[src/hdl/rsk_pkg.sv]
package rsk_pkg;

    localparam int DEPTH_DEF = 64;
    localparam int KEY_W     = 32;
    localparam int TAG_W     = 16;

    typedef enum logic [0:0] {
        KIND_LOAD = 1'b0,
        KIND_EMIT = 1'b1
    } kind_t;

    typedef enum logic [0:0] {
        ST_IDLE = 1'b0,
        ST_EMIT = 1'b1
    } state_t;

    typedef struct packed {
        kind_t             kind;
        logic [KEY_W-1:0]  key;
        logic [TAG_W-1:0]  tag;
    } item_t;

    typedef struct packed {
        logic [KEY_W-1:0]  out_key;
        logic [TAG_W-1:0]  out_tag;
        logic              last;
        logic              empty_res;
        logic              overflow;
    } result_t;

    typedef struct packed {
        logic [KEY_W-1:0]  key;
        logic [TAG_W-1:0]  tag;
    } rec_t;

    // chain command, same for every cell
    typedef struct packed {
        logic load;
        logic shift;
    } ctl_t;

endpackage

[src/hdl/rsk_cell.sv]
module rsk_cell
    import rsk_pkg::*;
(
    input  logic clk,
    input  ctl_t ctl,
    input  rec_t new_rec,
    input  logic occ,
    input  logic prev_le,
    input  rec_t prev_rec,
    input  rec_t next_rec,
    output logic le,
    output rec_t rec
);

    rec_t rec_reg;
    rec_t rec_next;

    // this cell's record stays ahead of the new one (ties keep arrival order)
    assign le  = occ && (rec_reg.key <= new_rec.key);
    assign rec = rec_reg;

    always_comb
    begin
        rec_next = rec_reg;
        if (ctl.load)
        begin
            if (!le)
            begin
                rec_next = prev_le ? new_rec : prev_rec;
            end
        end
        else if (ctl.shift)
        begin
            rec_next = next_rec;
        end
    end

    always_ff @(posedge clk)
    begin
        rec_reg <= rec_next;
    end

endmodule

[config.mk]
export PLATFORM = sky130hd
export DESIGN_NAME = rsk_cell
export DESIGN_NICKNAME = d
export VERILOG_FILES = /design/src/hdl/rsk_pkg.sv /design/src/hdl/rsk_cell.sv
export SDC_FILE = /design/constraint.sdc
export NUM_CORES = 1
export LEC_CHECK = 0
export ABC_AREA = 1
export BUFFER_PORTS_ARGS = -buffer_cell sky130_fd_sc_hd__buf_2
export CORE_MARGIN = 8
export CORE_UTILIZATION = 40
export CTS_CLUSTER_SIZE = 8
export DETAILED_ROUTE_END_ITERATION = 16
export PLACE_DENSITY_LB_ADDON = 0.1
export REMOVE_ABC_BUFFERS = 1
export SYNTH_ARGS = -nofsm -noshare
export SYNTH_HDL_FRONTEND = slang
export SYNTH_SLANG_ARGS = --single-unit
[constraint.sdc]
create_clock -name clk -period 2.96 [get_ports clk]
set_clock_uncertainty 0.1 [all_clocks]
set_input_delay 0.148 -clock clk [delete_from_list [all_inputs] [get_ports clk]]
set_output_delay 0.148 -clock clk [all_outputs]
set_load 0.03 [all_outputs]
* Word level (Yosys, flattened, before mapping) *
Cells that the tools add are included.

cells by class
  $lt $le $gt $ge = 1
  eq/ne operators = 1
  multiplexer cells = 4
  reductions and logical operators = 3

operators by type and width
  cell                                  count
  48-bit two-way mux                    4
  32-bit <= comparator                  1
  2-bit != test, second input constant  1
  2-bit AND reduction                   1
  2-bit nonzero test                    1
  1-bit logical AND                     1

storage, ports and cells
  register bits after elaboration = 48
  logic and storage cells = 11

* Depth between registers and ports, before layout *
Gate-level depths: netlist of run 1.

  word-level depth = 4
  depth in mapped cells = 17
  depth with buffers taken out = 17

* Least setup slack after synthesis of run 1 *
OpenSTA, ideal clock, no wires.

  path type = register to register
  from = reg rec_reg (netlist bit rec[39])
  to = reg rec_reg (netlist bit rec[0]), enable pin
  setup time = 407 ps
  data arrival time = 2532 ps
  data required time = 2453 ps
  path slack = -79 ps
  stages on the path, launching flop included = 12
  path buffers = 0
  clock period less this slack = 3039 ps
  path through = edfxtp_1 > ha_1 > nand2_1 > nor2_2 > nand4_1 > nor2_2 > nand2_1 > nand2_1 > nand2_1 > nand2_1 > nand2_1 > nand2_1

on the way
  cells in the longest elaborated chain, start to end = 4

ends and longest elaborated chain
  what                                  RTL line        source
  from (decl)                           rsk_cell.sv:15  rec_t rec_reg;
  from (signal assigned)                rsk_cell.sv:40  rec_reg <= rec_next;
  32-bit <= comparator                  rsk_cell.sv:19  assign le = occ && (rec_reg.key <= new_rec.key);
  1-bit logical AND                     rsk_cell.sv:19
  2-bit != test (no source line)        n/a
  2-bit AND reduction (no source line)  n/a

Every way passes these cells.
A chain may end at the register's enable or synchronous reset.

* Worst setup path in the final report of run 1 *
  from = reg rec_reg (netlist bit rec[23])
  to = reg rec_reg (netlist bit rec[34]), enable pin

The elaborated chain is that of the path after synthesis.

==> results of run 1 <==
## cell type report
cell class                      count  area (um2)
Fill cell                         809        3640
Clock buffer                        5        68.8
Timing Repair Buffer              202        1040
Clock inverter                      3        37.5
Multi-Input combinational cell    300        1570
Sequential cell                    48        1440
Tap cell                          105         131
Inverter                           43         161
## per-layer routing
metal	up-vias	part of all wire
met2	137	0.50
li1	1750	-
met4	0	0.0072
met5	-	0
met3	6	0.079
met1	1517	0.41
## path summary, 6_finish.rpt
kind	endpoint	start	slack, ps
max reg2reg	rec[34]	rec[23]	570
max	rec[34]	rec[23]	570
min reg2reg	rec[22]	rec[39]	1220
min	rec[22]	next_rec[22]	30
## through the flow
stage / hold slack [ps] / util / cell area, um2 / instances
after floorplan: 239 / - / 3170 / 391
after global placement: 327 / 0.537 / 4340 / 698
after detailed placement: 339 / 0.537 / 4340 / 698
after CTS: 19.2 / 0.550 / 4450 / 706
after global routing: 18.3 / 0.550 / 4450 / 706
final: 29.7 / 0.550 / 4450 / 706
## where the power goes
part / internal (mW) / leakage (nW) / switching, mW
sequential: 0.841 / 0.475 / 0.0297
clock: 0.246 / 0.0532 / 0.219
combinational: 0.223 / 1.76 / 0.396
total: 1.31 / 2.29 / 0.644
## worst reg2reg max path: stages, from the launching register on
cell and delay (ps):
edfxtp_1 420, ha_1 310, nand2_1 70, nor2_1 160, nand2_1 70, nand2_1 70, nand2_1 50, nand2_1 50
nand2_1 50, nand2_1 50, nand2_1 50, nand2_1 70, nand2_1 60, nand2_2 260, buf_4 270
## logic make-up (layout without fill, tap and decap cells)
| logic type | after synthesis | after routing | synth area share |
|---|---|---|---|
| simple gates | 155 | 155 | 0.183 |
| compound gates | 113 | 113 | 0.174 |
| buf+inv | 63 | 253 | 0.0820 |
| flops | 48 | 48 | 0.439 |
| fa+ha+maj | 32 | 32 | 0.122 |
## cells in the final DEF (no fill, tap or decap)
cell	count
a21oi_1	13
buf_2	197
nor2_1	56
ha_1	32
nor2_2	4
nand4_1	2
inv_2	1
clkinv_1	2
edfxtp_1	48
bufinv_16	1
clkbuf_8	5
nand2_1	90
buf_12	1
o21ai_0	78
a21o_1	1
inv_1	42
buf_4	4
o21a_1	1
nand3_1	2
nand2_2	1
o21ai_1	20
==> impl_metrics.yaml, run 1 <==
sta:
  fmax_mhz: 418
  rsz0062_at_grt: "no"
  finalHoldViolations: 0
  finalCritPeriodShare: 0.808
  fin_ws_ps: 569
  max-slew-margin-rel: 0.433
  layout_min_cycle_time_ps: 2390
  final_max_slew_viol_count: 0
  setup-tns-final_ps: 0
  worst_slew_pin_slew_ps: 849
  setup_viol: 0
clocking:
  clock_path_buffers: 2
  h-tree-depth: 2
  ctsResizeCount: 0
  clkTransAtPathRegs_ps: 90
  post_cts_buffers: 0
  clk_latency_ps: 300
  cts_sinks: 48
  cts_buffers: 5
  cts_tree: "yes"
  clockRootBuffer: "clkbuf_8"
  cts_hold_buf: 0
power_and_ir_drop:
  power_density_nw_per_um2: 439
  vdd_drop_max_mv: 0.182
  total_power_mw: 1.96
  p_leak_nw: 2.29
place:
  hpwl_um: 8160
  place_ws_ps: 559
  routabilityCongestion: 0.768
  numPortBuffers: 197
logic_synthesis:
  synthDistinctLibCells: 20
  yosys-top-cells-area: "edfxtp_1 44%, ha_1 12%, o21ai_0 12%, nand2_1 10%, nor2_1 6.4%"
  async_reset_ff_frac: 0
  yosysWarnings: 0
  ys_ff_latch: 48
  synthTopCellsByCount: "91 x nand2_1, 78 x o21ai_0, 56 x nor2_1, 48 x edfxtp_1, 42 x inv_1"
  synth_top_area_share: 0.439
  synth_top_area_cell: "edfxtp_1"
  synth_seq_area_share: 0.439
  syn_area_um2: 3280
  syn_area_per_cell_um2: 7.98
  synthCells: 411
  synth_edf_count: 48
  synth.most_common_cell: "nand2_1"
  synth_ff_type: "edfxtp_1"
detailed_routing:
  drcViolationCount: 0
  totalWireLength_um: 10300
  wl_per_cell_um: 14.6
  drt.antenna.violating_nets: 0
  via_per_inst: 4.83
  firstDrtPassIters: 4
  drt_iter0_markers: 107
  vias: 3410
setup_path:
  critPathSlowestCell: "edfxtp_1"
  critPathBufInv: 1
  arrival_ps: 2290
  crit_cells: 14
  critPathMaxStageDelay_ps: 420
  start_kind: "flop"
  cp_cell_sequence: "ha_1 > nand2_1 > nor2_1 > nand2_1 > nand2_1 > nand2_1 > nand2_1 > nand2_1 > nand2_1 > nand2_1 > nand2_1 > nand2_1 > nand2_2 > buf_4"
  cpMostUsedCell: "nand2_1"
  worstSetupPathType: "flop to flop"
  crit_fanout: 11
  r2r_cells: 14
  cp.required_ps: 2860
  worstSetupEndpointType: "flop"
  cp_top_family: "simple AND/OR/NAND/NOR gates"
global_route:
  first_global_vias: 3606
  grt_antenna_before_repair: 0
  track_usage: 0.178
  grt.met1_usage: 0.203
  use_met3: 0.0508
  busiest_layer: "met2"
  grt_max_degree: 49
  overflow: 0
  grt_first_pass_wirelength_um: 16600
  met2_usage: 0.317
finish:
  nets: 781
  drive_above_1_share: 0.356
  n_antenna_cell: 0
  syn2layout_area_growth_pct: 35.6
  largest_reg_flops: 48
floorplanning:
  start_util: 0.405
  row_count: 33
  fp.dieH_um: 107
  core_area_um2: 8090
  ios: 198
  dieArea_um2: 11400
  die_x_um: 107
run_status:
  status: "finished clean"
hold_path:
  worstHoldPathCells: 3
  hold_path.class: "input port to flop"
run:
  cap_violations: 0
Note: power is estimated with default switching activity, not from simulation.
==> run 2: changes to the inputs <==
--- a/config.mk
+++ b/config.mk
@@ -5,10 +5,10 @@
 export SDC_FILE = /design/constraint.sdc
 export NUM_CORES = 1
 export LEC_CHECK = 0
-export ABC_AREA = 1
+export ABC_AREA = 0
 export BUFFER_PORTS_ARGS = -buffer_cell sky130_fd_sc_hd__buf_2
 export CORE_MARGIN = 8
-export CORE_UTILIZATION = 40
+export CORE_UTILIZATION = 44
 export CTS_CLUSTER_SIZE = 8
 export DETAILED_ROUTE_END_ITERATION = 16
 export PLACE_DENSITY_LB_ADDON = 0.1
==> constraint.sdc (replaced) <==
create_clock -name clk -period 2.5 [get_ports clk]
set_clock_uncertainty 0.1 [all_clocks]
set_input_delay 0.125 -clock clk [delete_from_list [all_inputs] [get_ports clk]]
set_output_delay 0.125 -clock clk [all_outputs]
set_load 0.03 [all_outputs]
==> impl_metrics.yaml, run 2 <==
run_status:
  status: "complete, but fails checks"
  violations: "setup timing"
power_and_ir_drop:
  power_density_nw_per_um2: 517
  vdd_drop_max_mv: 0.368
  total_power_mw: 2.38
  p_leak_nw: 2.32
floorplanning:
  die_x_um: 102
  fp.dieH_um: 102
  ios: 198
  start_util: 0.452
  dieArea_um2: 10400
  row_count: 31
  core_area_um2: 7210
clocking:
  cts_tree: "yes"
  clock_path_buffers: 2
  cts_hold_buf: 0
  h-tree-depth: 2
  clk_latency_ps: 290
  post_cts_buffers: 0
  clockRootBuffer: "clkbuf_8"
  cts_sinks: 48
  clkTransAtPathRegs_ps: 90
  cts_buffers: 5
sta:
  final_max_slew_viol_count: 0
  max-slew-margin-rel: 0.698
  setup-tns-final_ps: -4580
  rsz0062_at_grt: "yes"
  worst_slew_pin_slew_ps: 453
  finalHoldViolations: 0
  setup_viol: 49
  fin_ws_ps: -112
  finalCritPeriodShare: 1.04
  layout_min_cycle_time_ps: 2610
  hold_slack_ps: 45.4
  fmax_mhz: 383
setup_path:
  worstSetupPathType: "flop to primary output"
  crit_fanout: 2
  cp_cell_sequence: "ha_1 > nand4_1 > or4_4 > a21o_1 > a31oi_2 > o21ai_1 > buf_4"
  critPathBufInv: 1
  arrival_ps: 2390
  worstSetupEndpointType: "primary output"
  cp_top_family: "simple AND/OR/NAND/NOR gates"
  critPathSlowestCell: "or4_4"
  critPathMaxStageDelay_ps: 550
  start_kind: "flop"
  cp.required_ps: 2280
place:
  hpwl_um: 8300
  numPortBuffers: 197
  dpl-instance-area_um2: 4390
  dp.cells: 617
  routabilityCongestion: 0.783
  place_ws_ps: -122
logic_synthesis:
  synth.most_common_cell: "a21oi_1"
  ys_ff_latch: 48
  synth_seq_area_share: 0.442
  synth_top_area_cell: "edfxtp_1"
  synthDistinctLibCells: 26
  yosys-top-cells-area: "edfxtp_1 44%, mux2i_1 15%, ha_1 12%, a21oi_1 9.2%, nor2_1 5.9%"
  synthCells: 330
  synth_ff_type: "edfxtp_1"
  synth_edf_count: 48
  syn_area_per_cell_um2: 9.88
  yosysWarnings: 0
  async_reset_ff_frac: 0
  syn_area_um2: 3260
  synthTopCellsByCount: "60 x a21oi_1, 51 x nor2_1, 48 x edfxtp_1, 48 x mux2i_1, 33 x inv_1"
  synth_top_area_share: 0.442
detailed_routing:
  wl_per_cell_um: 15.7
  drt_iter0_markers: 63
  drt.antenna.violating_nets: 0
  via_per_inst: 4.88
  drcViolationCount: 0
  firstDrtPassIters: 4
  totalWireLength_um: 9820
  vias: 3057
finish:
  nets: 707
  fillers: 635
  largest_reg_flops: 48
  fin_util: 0.637
  mostFrequentLayoutCells: "196 x buf_2, 60 x a21oi_1, 51 x nor2_1"
  syn2layout_area_growth_pct: 41.0
  n_antenna_cell: 0
  fin_area_um2: 4600
  final_common_cell: "buf_2"
  stdcell_count: 626
  drive_above_1_share: 0.419
global_route:
  first_global_vias: 3235
  track_usage: 0.184
  grt_max_degree: 43
  overflow: 0
  grt_antenna_before_repair: 0
  grt_first_pass_wirelength_um: 15100
run:
  cap_violations: 0
hold_path:
  hold_path.class: "input port to flop"
-- run 2: cell type report --
cell class | instances | area, um2 | share of cell area
Clock inverter | 3 | 37.5 | 0.00816
Clock buffer | 5 | 68.8 | 0.0150
Inverter | 33 | 124 | 0.0269
Multi-Input combinational cell | 232 | 1700 | 0.370
Timing Repair Buffer | 206 | 1100 | 0.240
Tap cell | 99 | 124 | 0.0269
Sequential cell | 48 | 1440 | 0.313
-- run 2: path summary, 6_finish.rpt --
path,endpoint,slack (ps),from,cells after the start
max,le,-110,rec[26],7
min,rec[43],50,next_rec[43],3
max reg2reg,rec[6],-110,rec[26],7
min reg2reg,rec[32],1070,rec[47],5
-- run 2: worst min-delay path, stage by stage --
cell and delay [ps]:
buf_2 70, nor2_1 30, a21oi_1 100
-- run 2: cells by family after synthesis --
kind of cell | count (synthesis) | synth area share
AOI/OAI and AO/OA | 74 | 0.122
adders and majority gates | 32 | 0.123
buffers and inverters | 50 | 0.0595
DFF | 48 | 0.442
muxes | 48 | 0.147
and+or+nand+nor | 78 | 0.106
-- run 2: routing by layer --
metal / vias up / global-route usage / share of wire
met2: 140 / 0.317 / 0.48
li1: 1581 / - / -
met1: 1326 / 0.194 / 0.38
met3: 10 / 0.0872 / 0.13
met5: - / 0 / 0
met4: 0 / 0.0564 / 0.013
-- run 2: report_power, final --
group	internal, mW	total (mW)	switching (mW)
clock network	0.292	0.541	0.249
logic	0.324	0.801	0.477
registers	0.996	1.03	0.0371
-- run 2: timing repair --
action / CTS / global route
gates resized for setup: 7 / 3
gates cloned: 0 / 1
pin swaps: 2 / 5
endpoints found under the setup margin: 49 / 49
==> run 3: changes to the inputs <==
==> constraint.sdc (replaced) <==
create_clock -name clk -period 2.5 [get_ports clk]
set_clock_uncertainty 0.1 [all_clocks]
set_input_delay 0.125 -clock clk [delete_from_list [all_inputs] [get_ports clk]]
set_output_delay 0.125 -clock clk [all_outputs]
set_load 0.05 [all_outputs]
==> impl_metrics.yaml, run 3 (same netlist as run 2, synthesis figures left out) <==
sta:
  worst_slew_pin_slew_ps: 453
  max-slew-margin-rel: 0.698
  fmax_mhz: 384
  rsz0062_at_grt: "yes"
  layout_min_cycle_time_ps: 2610
  finalHoldViolations: 0
  final_max_slew_viol_count: 0
  finalCritPeriodShare: 1.04
  hold_slack_ps: 45.4
  setup-tns-final_ps: -3740
  fin_ws_ps: -106
  setup_viol: 49
run_status:
  violations: "setup timing"
  status: "complete, but fails checks"
detailed_routing:
  drcViolationCount: 0
  wl_per_cell_um: 15.7
  totalWireLength_um: 9820
  firstDrtPassIters: 4
  drt.antenna.violating_nets: 0
  vias: 3041
  via_per_inst: 4.86
  drt_iter0_markers: 64
clocking:
  cts_tree: "yes"
  clk_latency_ps: 290
  cts_sinks: 48
  clock_path_buffers: 2
  clockRootBuffer: "clkbuf_8"
  clkTransAtPathRegs_ps: 90
  h-tree-depth: 2
  post_cts_buffers: 0
  cts_buffers: 5
setup_path:
  cp.required_ps: 2280
  start_kind: "flop"
  critPathMaxStageDelay_ps: 560
  cp_cell_sequence: "ha_4 > nand4_4 > or4_4 > a21o_1 > a31oi_2 > o21ai_1 > buf_6"
  worstSetupPathType: "flop to primary output"
  arrival_ps: 2380
  crit_fanout: 3
  critPathSlowestCell: "or4_4"
  worstSetupEndpointType: "primary output"
power_and_ir_drop:
  pwr-share-seq: 0.412
  vdd_drop_max_mv: 0.388
  p_leak_nw: 2.32
  p_switching_mw: 0.892
  swShare: 0.356
  total_power_mw: 2.50
  power_density_nw_per_um2: 544
  combPwrFrac: 0.372
  p_int_mw: 1.61
  pwr-share-clk: 0.216
place:
  place_ws_ps: -122
  dpl-instance-area_um2: 4390
  hpwl_um: 8300
  numPortBuffers: 197
  routabilityCongestion: 0.783
  dp.cells: 617
finish:
  fin_util: 0.639
  nets: 707
  syn2layout_area_growth_pct: 41.2
  fin_area_um2: 4610
  mostFrequentLayoutCells: "196 x buf_2, 60 x a21oi_1, 51 x nor2_1"
  fillers: 633
  stdcell_count: 626
  n_antenna_cell: 0
  drive_above_1_share: 0.421
  largest_reg_flops: 48
  final_common_cell: "buf_2"
floorplanning:
  dieArea_um2: 10400
  fp.dieH_um: 102
  row_count: 31
  ios: 198
  start_util: 0.452
  core_area_um2: 7210
  die_x_um: 102
hold_path:
  hold_path.class: "input port to flop"
global_route:
  grt_antenna_before_repair: 0
  track_usage: 0.184
  overflow: 0
  grt_max_degree: 43
  grt_first_pass_wirelength_um: 15100
  first_global_vias: 3235
run:
  cap_violations: 0
==> run 3: power by group through the flow <==
stage	Clock [mW]	Sequential, mW	Combinational (mW)
2_1_floorplan	0	1.35	0.258
3_3_place_gp	0	1.04	0.886
3_5_place_dp	0	1.05	0.902
4_1_cts	0.559	1.03	0.925
5_1_grt	0.581	1.04	1.01
6_report	0.540	1.03	0.931
==> run 3: routing by layer <==
layer,part of all wire,track usage,vias to the layer above
li1,-,-,1580
met1,0.39,0.194,1319
met5,0,0,-
met2,0.48,0.317,132
met3,0.13,0.0872,10
met4,0.013,0.0564,0
==> run 3: cell type report <==
type	instances	area, um2	area share
Timing Repair Buffer	206	1110	0.240
Multi-Input combinational cell	232	1710	0.370
Sequential cell	48	1440	0.313
Tap cell	99	124	0.0269
Inverter	33	124	0.0269
Clock inverter	3	37.5	0.00815
Clock buffer	5	68.8	0.0149
==> run 3: critical path, delay by kind of cell, from the launching register on <==
kind | cells | cell delay, ps
flip-flops | 1 | 430
buffers and inverters | 1 | 160
adder cells (fa/ha/maj) | 1 | 310
AND/OR/NAND/NOR | 2 | 660
AO/OA/AOI/OAI | 3 | 520
==> run 3: path summary, 6_finish.rpt <==
kind / from / endpoint / slack, ps / depth (start not counted)
max: rec[29] / le / -110 / 7
min: next_rec[43] / rec[43] / 50 / 3
max reg2reg: rec[29] / rec[6] / -90 / 7
min reg2reg: rec[47] / rec[32] / 1070 / 5
==> run 3: what timing repair did <==
| action | CTS | global route |
|---|---|---|
| gates cloned | 0 | 1 |
| resized for setup | 8 | 4 |
| setup endpoints to repair | 49 | 49 |
| pin swaps | 3 | 4 |
| hold buffers | 0 | 0 |
